[src/rtl/core/length_prefixed_frame_parser_core_defines.svh]
// assertion macros shared by the frame parser rtl
// every user must have clk and rst in scope at the point of use
`ifndef LENGTH_PREFIXED_FRAME_PARSER_CORE_DEFINES_SVH
`define LENGTH_PREFIXED_FRAME_PARSER_CORE_DEFINES_SVH

// condition must hold at every edge outside reset
`define LPFP_ASSERT_ALWAYS(lbl, cond, msg) \
  lbl: assert property (@(posedge clk) disable iff (rst) (cond)) else $error(msg);

// same-cycle implication
`define LPFP_ASSERT_IMPL(lbl, ante, cons, msg) \
  lbl: assert property (@(posedge clk) disable iff (rst) (ante) |-> (cons)) else $error(msg);

// next-cycle implication
`define LPFP_ASSERT_NEXT(lbl, ante, cons, msg) \
  lbl: assert property (@(posedge clk) disable iff (rst) (ante) |=> (cons)) else $error(msg);

`endif

[src/rtl/core/lpfp_pkg.sv]
// types and constants of the length-prefixed frame parser
// no dependencies; imported by every other rtl file but the macro header
`default_nettype none

package lpfp_pkg;

  // parser phase
  typedef enum logic [1:0] {
    PH_WAIT    = 2'd0,
    PH_LENGTH  = 2'd1,
    PH_PAYLOAD = 2'd2,
    PH_END     = 2'd3
  } phase_t;

  // event reported with every byte
  typedef enum logic [2:0] {
    EV_START     = 3'd0,
    EV_LENGTH    = 3'd1,
    EV_PAYLOAD   = 3'd2,
    EV_COMPLETE  = 3'd3,
    EV_BAD_START = 3'd4,
    EV_BAD_END   = 3'd5,
    EV_ZERO_LEN  = 3'd6
  } event_t;

  // configuration register indexes
  localparam int unsigned CFG_INDEX_W = 2;
  localparam logic [CFG_INDEX_W-1:0] CFG_START_CHAR = 2'd0;
  localparam logic [CFG_INDEX_W-1:0] CFG_END_CHAR   = 2'd1;

  localparam logic [7:0] START_CHAR_RESET = 8'd58;
  localparam logic [7:0] END_CHAR_RESET   = 8'd10;

  typedef struct packed {
    logic [7:0] data_in;
  } byte_item_t;

  typedef struct packed {
    event_t     event_res;
    logic [7:0] data_out;
    logic [7:0] payload_index;
    logic [7:0] frame_length;
    logic       last_payload;
  } result_t;

endpackage

`default_nettype wire

[src/rtl/core/lpfp_byte_if.sv]
// valid/ready channel carrying one raw stream byte per transaction
// depends on lpfp_pkg
`default_nettype none

interface lpfp_byte_if
  import lpfp_pkg::*;
();
  logic       valid;
  logic       ready;
  byte_item_t payload;

  modport source (output valid, output payload, input ready);
  modport sink   (input valid, input payload, output ready);
endinterface

`default_nettype wire

[src/rtl/core/lpfp_result_if.sv]
// valid/ready channel carrying one parser result per transaction
// depends on lpfp_pkg
`default_nettype none

interface lpfp_result_if
  import lpfp_pkg::*;
();
  logic    valid;
  logic    ready;
  result_t payload;

  modport source (output valid, output payload, input ready);
  modport sink   (input valid, input payload, output ready);
endinterface

`default_nettype wire

[src/rtl/core/length_prefixed_frame_parser_core.sv]
// Length-prefixed frame parser. Each byte taken on stream gives exactly one
// result on report: event code, the byte, its payload index, the declared
// length and a last-payload flag. Frames are start_char, a nonzero length
// byte, that many payload bytes, end_char. One byte is accepted per clock
// cycle sustained while report takes results; once the result buffer is
// full and a byte is held, stream.ready drops. Each byte is held in the input
// register while the phase/counter update computes its result, which is
// written into a two-entry result buffer. Write start_char and end_char only
// while the block is idle. No clearing pass after reset.
`default_nettype none

module length_prefixed_frame_parser_core
  import lpfp_pkg::*;
(
  input  wire logic                   clk,
  input  wire logic                   rst,
  input  wire logic                   cfg_we,
  input  wire logic [CFG_INDEX_W-1:0] cfg_index,
  input  wire logic [7:0]             cfg_data,
  lpfp_byte_if.sink                   stream,
  lpfp_result_if.source               report
);

  logic [7:0] start_char_q;
  logic [7:0] end_char_q;
  logic       in_valid;
  logic [7:0] in_byte;
  logic       buf_ready;
  logic       fire;
  result_t    step_res;

  assign fire         = in_valid && buf_ready;
  assign stream.ready = !in_valid || buf_ready;

  // configuration registers
  always_ff @(posedge clk) begin
    if (rst) begin
      start_char_q <= START_CHAR_RESET;
      end_char_q   <= END_CHAR_RESET;
    end else if (cfg_we) begin
      unique case (cfg_index)
        CFG_START_CHAR: start_char_q <= cfg_data;
        CFG_END_CHAR:   end_char_q   <= cfg_data;
        default: ;
      endcase
    end
  end

  // input register
  always_ff @(posedge clk) begin
    if (rst) begin
      in_valid <= 1'b0;
    end else if (stream.ready) begin
      in_valid <= stream.valid;
    end
  end

  always_ff @(posedge clk) begin
    if (stream.valid && stream.ready) in_byte <= stream.payload.data_in;
  end

  lpfp_step u_step (
    .clk        (clk),
    .rst        (rst),
    .fire       (fire),
    .data_in    (in_byte),
    .start_char (start_char_q),
    .end_char   (end_char_q),
    .res        (step_res)
  );

  lpfp_skid u_skid (
    .clk       (clk),
    .rst       (rst),
    .push      (fire),
    .push_data (step_res),
    .ready     (buf_ready),
    .report    (report)
  );

endmodule

`default_nettype wire

[src/rtl/core/lpfp_step.sv]
// parse state and step logic: one byte in, one result out
// depends on lpfp_pkg and the assertion macro header
`default_nettype none
`include "length_prefixed_frame_parser_core_defines.svh"

module lpfp_step
  import lpfp_pkg::*;
(
  input  wire logic       clk,
  input  wire logic       rst,
  input  wire logic       fire,
  input  wire logic [7:0] data_in,
  input  wire logic [7:0] start_char,
  input  wire logic [7:0] end_char,
  output result_t         res
);

  phase_t     phase, phase_next;
  logic [7:0] declared_length, declared_length_next;
  logic [7:0] write_index, write_index_next;
  logic [7:0] index_inc;

  assign index_inc = write_index + 8'd1;

  // state register, advanced once per consumed byte
  always_ff @(posedge clk) begin
    if (rst) begin
      phase           <= PH_WAIT;
      declared_length <= 8'd0;
      write_index     <= 8'd0;
    end else if (fire) begin
      phase           <= phase_next;
      declared_length <= declared_length_next;
      write_index     <= write_index_next;
    end
  end

  // next state and result for the current byte
  always_comb begin
    phase_next           = phase;
    declared_length_next = declared_length;
    write_index_next     = write_index;
    res.event_res        = EV_BAD_START;
    res.data_out         = data_in;
    res.payload_index    = 8'd0;
    res.frame_length     = 8'd0;
    res.last_payload     = 1'b0;
    unique case (phase)
      PH_WAIT: begin
        declared_length_next = 8'd0;
        write_index_next     = 8'd0;
        if (data_in == start_char) begin
          res.event_res = EV_START;
          phase_next    = PH_LENGTH;
        end
      end
      PH_LENGTH: begin
        write_index_next = 8'd0;
        if (data_in == 8'd0) begin
          res.event_res        = EV_ZERO_LEN;
          declared_length_next = 8'd0;
          phase_next           = PH_WAIT;
        end else begin
          res.event_res        = EV_LENGTH;
          res.frame_length     = data_in;
          declared_length_next = data_in;
          phase_next           = PH_PAYLOAD;
        end
      end
      PH_PAYLOAD: begin
        res.event_res     = EV_PAYLOAD;
        res.payload_index = write_index;
        res.frame_length  = declared_length;
        write_index_next  = index_inc;
        if (index_inc == declared_length || declared_length == 8'd0) begin
          res.last_payload = 1'b1;
          phase_next       = PH_END;
        end
      end
      PH_END: begin
        res.frame_length     = declared_length;
        res.event_res        = (data_in == end_char) ? EV_COMPLETE : EV_BAD_END;
        phase_next           = PH_WAIT;
        declared_length_next = 8'd0;
        write_index_next     = 8'd0;
      end
    endcase
  end

  `LPFP_ASSERT_NEXT(a_last_goes_to_end, fire && res.last_payload, phase == PH_END, "last payload byte did not move to end phase")
  `LPFP_ASSERT_NEXT(a_zero_len_waits, fire && res.event_res == EV_ZERO_LEN, phase == PH_WAIT && declared_length == 8'd0, "zero length did not return to wait")
  `LPFP_ASSERT_NEXT(a_end_clears, fire && phase == PH_END, phase == PH_WAIT && write_index == 8'd0, "end phase did not clear frame state")

endmodule

`default_nettype wire

[src/rtl/core/lpfp_skid.sv]
// two-entry result buffer between the step logic and the result channel
// depends on lpfp_pkg, lpfp_result_if and the assertion macro header
`default_nettype none
`include "length_prefixed_frame_parser_core_defines.svh"

module lpfp_skid
  import lpfp_pkg::*;
(
  input  wire logic     clk,
  input  wire logic     rst,
  input  wire logic     push,
  input  wire result_t  push_data,
  output logic          ready,
  lpfp_result_if.source report
);

  result_t    slots [2];
  logic       wr_ptr;
  logic       rd_ptr;
  logic [1:0] count;
  logic       pop;

  assign pop          = report.valid && report.ready;
  assign ready        = (count != 2'd2);
  assign report.valid = (count != 2'd0);
  assign report.payload = slots[rd_ptr];

  // pointers and fill count
  always_ff @(posedge clk) begin
    if (rst) begin
      wr_ptr <= 1'b0;
      rd_ptr <= 1'b0;
      count  <= 2'd0;
    end else begin
      if (push) wr_ptr <= ~wr_ptr;
      if (pop)  rd_ptr <= ~rd_ptr;
      count <= count + {1'b0, push} - {1'b0, pop};
    end
  end

  // result storage
  always_ff @(posedge clk) begin
    if (push) slots[wr_ptr] <= push_data;
  end

  `LPFP_ASSERT_ALWAYS(a_count_range, count != 2'd3, "result buffer count out of range")
  `LPFP_ASSERT_IMPL(a_no_push_full, push, count != 2'd2, "push into full result buffer")
  `LPFP_ASSERT_NEXT(a_pending_stays, report.valid && !report.ready, report.valid, "pending result dropped")

endmodule

`default_nettype wire

[src/flat_wrapper.sv]
// flat-port wrapper written by rule: the top's interface ports become plain ports
module length_prefixed_frame_parser_core_flat import lpfp_pkg::*;
  (clk, rst, cfg_we, cfg_index, cfg_data, stream_valid, stream_payload, stream_ready, report_valid, report_payload, report_ready);
  lpfp_byte_if stream_i ();
  lpfp_result_if report_i ();
  input  wire logic clk;
  input  wire logic rst;
  input  wire logic cfg_we;
  input  wire logic [CFG_INDEX_W-1:0] cfg_index;
  input  wire logic [7:0] cfg_data;
  input wire logic [$bits(stream_i.valid)-1:0] stream_valid;
  input wire logic [$bits(stream_i.payload)-1:0] stream_payload;
  output wire logic [$bits(stream_i.ready)-1:0] stream_ready;
  output wire logic [$bits(report_i.valid)-1:0] report_valid;
  output wire logic [$bits(report_i.payload)-1:0] report_payload;
  input wire logic [$bits(report_i.ready)-1:0] report_ready;
  assign stream_i.valid = stream_valid;
  assign stream_i.payload = stream_payload;
  assign stream_ready = stream_i.ready;
  assign report_valid = report_i.valid;
  assign report_payload = report_i.payload;
  assign report_i.ready = report_ready;
  length_prefixed_frame_parser_core u_core (.clk(clk), .rst(rst), .cfg_we(cfg_we), .cfg_index(cfg_index), .cfg_data(cfg_data), .stream(stream_i), .report(report_i));
endmodule
[config.mk]
export PLATFORM = sky130hd
export DESIGN_NAME = length_prefixed_frame_parser_core_flat
export DESIGN_NICKNAME = d
export VERILOG_FILES = /design/src/rtl/core/lpfp_pkg.sv /design/src/rtl/core/lpfp_byte_if.sv /design/src/rtl/core/lpfp_result_if.sv /design/src/rtl/core/length_prefixed_frame_parser_core.sv /design/src/rtl/core/lpfp_step.sv /design/src/rtl/core/lpfp_skid.sv /design/src/flat_wrapper.sv
export VERILOG_INCLUDE_DIRS = /design/src /design/src/rtl/core
export SDC_FILE = /design/constraint.sdc
export NUM_CORES = 1
export LEC_CHECK = 0
export ABC_CLOCK_PERIOD_IN_PS = 3500
export BUFFER_PORTS_ARGS = -buffer_cell sky130_fd_sc_hd__buf_2
export CAP_MARGIN = 5
export CORE_MARGIN = 3
export CORE_UTILIZATION = 58
export DETAILED_ROUTE_END_ITERATION = 16
export HOLD_SLACK_MARGIN = 0.03
export PLACE_DENSITY = 0.84
export SLEW_MARGIN = 5
export SYNTH_ARGS = -nofsm -noshare
export SYNTH_HDL_FRONTEND = slang
export SYNTH_HIERARCHICAL = 1
export SYNTH_SLANG_ARGS = --single-unit
[constraint.sdc]
create_clock -name clk -period 3.5 [get_ports clk]
set_input_delay 0.35 -clock clk [delete_from_list [all_inputs] [get_ports clk]]
set_output_delay 0.35 -clock clk [all_outputs]
set_load 0.02 [all_outputs]
==> results of run 1 <==
==> cells in the mapped netlist, drive strengths merged (9+ instances only) <==
cell,count
a22oi,9
buf,20
mux2,32
nand3,15
dfxtp,40
xor2,10
nand2b,19
nand2,27
mux2i,17
nor2,36
xnor2,16
clkbuf,9
inv,10
a21oi,21
edfxtp,64
==> per-layer routing <==
layer,global-route usage,share of wire,up-vias,wire (um)
met5,0,0,-,0
met4,0.0724,0.012,0,111
met3,0.0386,0.044,11,400
met2,0.299,0.48,93,4420
met1,0.284,0.46,1495,4200
li1,-,-,1506,-
==> power by group through the flow <==
| stage | combinational (mW) | sequential [mW] | clock (mW) |
|---|---|---|---|
| 4_1_cts | 0.571 | 1.43 | 0.759 |
| 3_5_place_dp | 0.568 | 1.46 | 0 |
| 2_1_floorplan | 0.473 | 1.44 | 0 |
| 5_1_grt | 0.605 | 1.44 | 0.817 |
| 3_3_place_gp | 0.559 | 1.45 | 0 |
| 6_report | 0.562 | 1.43 | 0.745 |
==> stage by stage <==
step / hold slack, ns / cells / cell area [um^2]
after global routing: 0.134 / 551 / 5300
final: 0.159 / 551 / 5300
after global placement: 0.473 / 535 / 5100
after floorplan: 0.422 / 407 / 4890
after detailed placement: 0.478 / 535 / 5100
after CTS: 0.141 / 551 / 5300
==> layout by cell type, fill, tap and decap left out, drive strengths merged, types with 10 or more instances in the layout <==
cell type / netlist / layout
edfxtp: 64 / 64
mux2i: 17 / 17
dfxtp: 40 / 40
nand3: 15 / 15
nor2: 36 / 36
nand2b: 19 / 19
inv: 10 / 13
a21oi: 21 / 21
nand2: 27 / 27
xnor2: 16 / 16
mux2: 32 / 32
xor2: 10 / 10
buf: 20 / 55
==> worst register-to-register path, delay by kind of cell (launching register included) <==
| kind | cells | cell delay, ns |
|---|---|---|
| multiplexers | 1 | 0.35 |
| AND/OR/NAND/NOR | 3 | 0.73 |
| AO/OA/AOI/OAI | 2 | 0.34 |
| adder cells (fa/ha/maj) | 1 | 0.28 |
| flip-flops | 1 | 0.47 |
==> state kept, by name, indices dropped and copies added (netlist names), named ones only <==
signal / cells
u_core/u_step/write_index: 8
u_core/start_char_q: 8
u_core/u_skid/slots: 56
u_core/u_skid/wr_ptr: 1
u_core/in_byte: 8
u_core/u_skid/count: 2
u_core/u_step/phase: 1
u_core/u_step/declared_length: 8
u_core/end_char_q: 8
u_core/in_valid: 1
u_core/u_skid/rd_ptr: 1
==> layout make-up <==
class                   instances  share of cell area
repair buffers                 55              0.0533
multi-input cells             263               0.364
clock buffers                   9              0.0234
inverters                      11             0.00778
well taps                     102              0.0241
flip-flops and latches        104               0.513
clock inverters                 7              0.0142
==> logic make-up after synthesis <==
logic type	Yosys count	synth area share
compound gates	46	0.0611
xor+xnor	27	0.0511
fa+ha+maj	7	0.0179
buf+inv	40	0.0494
flops	104	0.557
mux	49	0.124
simple gates	134	0.140
==> worst paths after layout <==
path              cells after the start                    to                         start  slack [ns]
setup reg to reg                      7                  flop  u_core/u_step/write_index[0]        1.24
setup / recovery                      7                  flop  u_core/u_step/write_index[0]        1.24
hold reg to reg                       2  u_core/end_char_q[5]          u_core/end_char_q[5]        0.49
hold / removal                        1     u_core/in_byte[7]             stream_payload[7]        0.16
==> results.toml, run 1 <==
[floorplan]
io_pins = 53
core-area_um2 = 7970
fp.dieH_um = 97.8
num_rows = 32
dieArea_um2 = 9570
initial_core_util = 0.614
die_w_um = 97.8

[pwr]
internal-power_mw = 1.98
comb_power_share = 0.205
fin_total_pwr_mw = 2.74
swShare = 0.277
power_frac_clock = 0.272
ir_drop_mv = 0.328
p_sw_mw = 0.756
p_seq_frac = 0.522
leakage_nw = 1.94
power_density_nw_per_um2 = 516

[global_route]
grt_overflow = 0
grt_max_degree = 52
grt_util_all_layers = 0.197
antenna_found_initial = 0
grt_pass1_vias = 2991
grt_pass1_wl_um = 15000

[synth]
ys_seq_area_frac = 0.557
synth_area_per_cell_um2 = 12.0
synthCells = 407
syn_area_um2 = 4890
synth_top_cell_area_share = 0.393
synth_seq_cells = 104
syn-num-nets = 437
yosys-top-cells-area = "edfxtp_1 (39%), dfxtp_1 (16%), mux2_4 (6.1%), mux2i_1 (3.5%), xnor2_1 (2.9%)"
synth_flop_cell = "edfxtp_1"
synth.distinct_cells = 50
yosys.area.top_type = "edfxtp_1"
synth-edff-count = 64
async_flop_share = 0
yosysWarnings = 6

[timing]
worst_slew_pin_slew_ns = 0.809
slew_violations = 0
rsz0062_at_grt = "false"
max_slew_margin = 0.461
fmax_mhz = 442
setup_violations = 0
post-route-period-util = 0.646
clock-skew-final_ns = 0.0112
fin_ws_ns = 1.24
min_period_ns = 2.26
finalHoldViolCount = 0
setup_tns_ns = 0

[clocking]
cts-root-buf = "clkbuf_8"
cts-resized-gates = 0
ctsHoldBuffers = 0
path_clk_slew_ns = 0.09
cts_setup_buffers = 0
cts_tree = "yes"
clock_sinks = 104
clk_latency_ns = 0.36
cts_max_level = 3
clk_path_buf_depth = 2
cts_buffers = 9

[worst_setup_path]
cp-start-kind = "flop"
path_delay_family = "simple AND/OR/NAND/NOR gates"
slowest_delay_ns = 0.47
critPathRequiredTime_ns = 3.75
crit_chain = "ha_1, and3_1, a31oi_1, nor4b_2, nand4_1, a211oi_2, mux2_2"
worstPathBufferInverterCount = 0
critPathMaxFanout = 7
critical_path_arrival_ns = 2.52
cp_slowest_cell = "dfxtp_1"
end_kind = "flop"
critical_path_class = "reg -> reg"

[finish]
drive_above_1_share = 0.247
fillers = 609
layout.nets = 474
final_util = 0.666
antenna_cells = 0
multi_input_area_um2 = 1930
syn2layout_area_growth_pct = 8.41
register_area_um2 = 2720

[drt]
avgViaCountPerCell = 5.64
wl_per_cell_um = 16.6
drc = 0
ant_nets = 0
finalWirelength_um = 9130
drtIter0Drc = 244
via_count = 3105
first_pass_iters = 5

[hold_path]
hold_path_class = "in -> reg"

[placement]
pre_cts_ws_ns = 1.26
dp_hpwl_um = 6230
routabilityCongestion = 0.873
io_buffers = 52

[run_status]
status = "complete, no violations"

[job]
drv_cap = 0
Power figures use the tool's default switching activity.
==> run 2: changes to the inputs <==
--- a/config.mk
+++ b/config.mk
@@ -6,14 +6,14 @@
 export SDC_FILE = /design/constraint.sdc
 export NUM_CORES = 1
 export LEC_CHECK = 0
-export ABC_CLOCK_PERIOD_IN_PS = 3500
+export ABC_CLOCK_PERIOD_IN_PS = 1900
 export BUFFER_PORTS_ARGS = -buffer_cell sky130_fd_sc_hd__buf_2
 export CAP_MARGIN = 5
 export CORE_MARGIN = 3
-export CORE_UTILIZATION = 58
+export CORE_UTILIZATION = 53
 export DETAILED_ROUTE_END_ITERATION = 16
 export HOLD_SLACK_MARGIN = 0.03
-export PLACE_DENSITY = 0.84
+export PLACE_DENSITY = 0.81
 export SLEW_MARGIN = 5
 export SYNTH_ARGS = -nofsm -noshare
 export SYNTH_HDL_FRONTEND = slang
==> constraint.sdc (replaced) <==
create_clock -name clk -period 1.9 [get_ports clk]
set_input_delay 0.19 -clock clk [delete_from_list [all_inputs] [get_ports clk]]
set_output_delay 0.19 -clock clk [all_outputs]
set_load 0.02 [all_outputs]
==> run 2 against run 1 <==
  * Global-route usage up 0.28 points
  * Core utilization down 0.97 points
  * First-iteration DRC count down 15%
  * The flow now finishes with violations (setup timing)
  * Critical path depth unchanged
  * Clock skew about the same
  * Wire length up 9.6%
  * Worst hold slack worse by 0.068 ns
  * Total power up 87%
  * Sequential power up 83%
  * Worst setup slack worse by 1.4 ns
  * Non-clock buffer count up 51
  * Design area up 9.4%
==> results.toml, run 2 (same netlist as run 1, synthesis figures left out) <==
[global_route]
antenna_found_initial = 0
grt_pass1_vias = 3295
grt_overflow = 0
grt_pass1_wl_um = 16100
grt_max_degree = 34
grt_util_all_layers = 0.200

[drt]
drtIter0Drc = 207
avgViaCountPerCell = 5.48
drc = 0
via_count = 3333
ant_nets = 0
wl_per_cell_um = 16.5
first_pass_iters = 5
finalWirelength_um = 10000

[placement]
dp_hpwl_um = 7070
io_buffers = 52
routabilityCongestion = 0.882
dpl_cell_area_um2 = 5490

[worst_setup_path]
cp-start-kind = "flop"
cp-startpoint = "u_core/u_step/write_index[0]"
end_kind = "flop"
critical_path_class = "reg -> reg"
critical_path_arrival_ns = 2.27
critPathRequiredTime_ns = 2.15
r2r_start = "u_core/u_step/write_index[0]"
critPathMaxFanout = 3

[pwr]
swShare = 0.275
power_frac_clock = 0.267
comb_power_share = 0.223
internal-power_mw = 3.71
power_density_nw_per_um2 = 882
ir_drop_mv = 0.546
fin_total_pwr_mw = 5.12
p_sw_mw = 1.41
leakage_nw = 2.19
p_seq_frac = 0.510

[finish]
largest_reg_flops = 56
syn2layout_area_growth_pct = 18.6
most-common-layout-cells = "edfxtp_1 (64), buf_2 (52), buf_4 (43)"
drive_above_1_share = 0.324
stdcell_area_um2 = 5800
layout.nets = 525
top_register = "u_core/u_skid/slots"
antenna_cells = 0
final_util = 0.656
layout_commonest_cell = "edfxtp_1"

[timing]
slew_violations = 0
worst_slew_pin_slew_ns = 0.515
fmax_mhz = 496
max_slew_margin = 0.656
rsz0062_at_grt = "true"
post-route-period-util = 1.06
fin_ws_ns = -0.115
setup_violations = 1
setup_tns_ns = -0.115
clock-skew-final_ns = 0.0115
finalHoldViolCount = 0
min_period_ns = 2.02

[hold_path]
min_from = "stream_valid"
hold_path_class = "in -> reg"

[floorplan]
die_w_um = 102
core-area_um2 = 8850
fp.dieH_um = 102
num_rows = 34
dieArea_um2 = 10400
io_pins = 53
initial_core_util = 0.553

[run_status]
status = "finished, violations left"
violations = "setup timing"

[clocking]
cts-root-buf = "clkbuf_8"
clk_latency_ns = 0.36
clock_sinks = 104
path_clk_slew_ns = 0.10
cts_max_level = 3
cts_tree = "yes"
clk_path_buf_depth = 2
cts_buffers = 9

[job]
drv_cap = 0
==> run 2: cell types whose count changed in the layout (fill, tap and decap cells not counted), moves of 2 or more <==
cell,change
dfxtp_1,-3
buf_4,+40
dfxtp_4,+2
dlygate4sd3_1,+8
buf_12,+3
==> run 2: metal layers <==
layer | track usage | routed length, um | vias to the layer above
li1 | - | - | 1611
met1 | 0.274 | 4540 | 1603
met2 | 0.327 | 4890 | 110
met3 | 0.0355 | 512 | 9
met4 | 0.0605 | 72 | 0
met5 | 0 | 0 | -
==> run 2: area by class of cell <==
cell class,instances,area (um^2)
inverter,11,41.3
fill,662,3040
timing repair buffer,106,723
multi-input combinational,263,1980
clock buffer,10,128
clock inverter,6,66.3
sequential,104,2730
tap,108,135
==> run 2: worst max-delay path, cell delays in order (launching register included) <==
cell,delay [ns]
dfxtp_4,0.38
ha_4,0.24
xor2_1,0.14
a311oi_1,0.25
o311a_1,0.22
nand4_1,0.13
a211oi_2,0.24
mux2_4,0.32
==> run 2: final timing paths <==
| check | endpoint | slack [ns] | depth (start not counted) |
|---|---|---|---|
| worst max-delay path | flop | -0.12 | 7 |
| worst min-delay path | u_core/in_valid | 0.09 | 3 |
| worst max register to register | flop | -0.12 | 7 |
| worst min register to register | u_core/end_char_q[2] | 0.49 | 2 |
==> run 2: repair_timing <==
| item | 4_1_cts | 5_1_grt |
|---|---|---|
| setup endpoints to repair | 3 | 6 |
| pin swaps | 4 | 0 |
| resized for setup | 1 | 6 |
| hold buffers | 8 | 0 |
| buffers inserted | 1 | 0 |
| endpoints found under the hold margin | 8 | 0 |
==> run 2: stage by stage <==
stage | hold WS, ns | instances | worst slack, ns
floorplan | 0.262 | 407 | -0.0544
global placement | 0.368 | 583 | -0.138
detailed placement | 0.369 | 583 | -0.152
CTS | 0.0765 | 608 | -0.117
global route | 0.0927 | 608 | -0.172
finish | 0.0914 | 608 | -0.115
==> run 2: power by group through the flow <==
stage          Clock [mW]  Sequential, mW  Combinational (mW)
2_1_floorplan           0            2.65               0.876
4_1_cts              1.38            2.61                1.15
6_report             1.37            2.61                1.14
3_5_place_dp            0            2.66                1.14
5_1_grt              1.48            2.62                1.23
3_3_place_gp            0            2.65                1.12
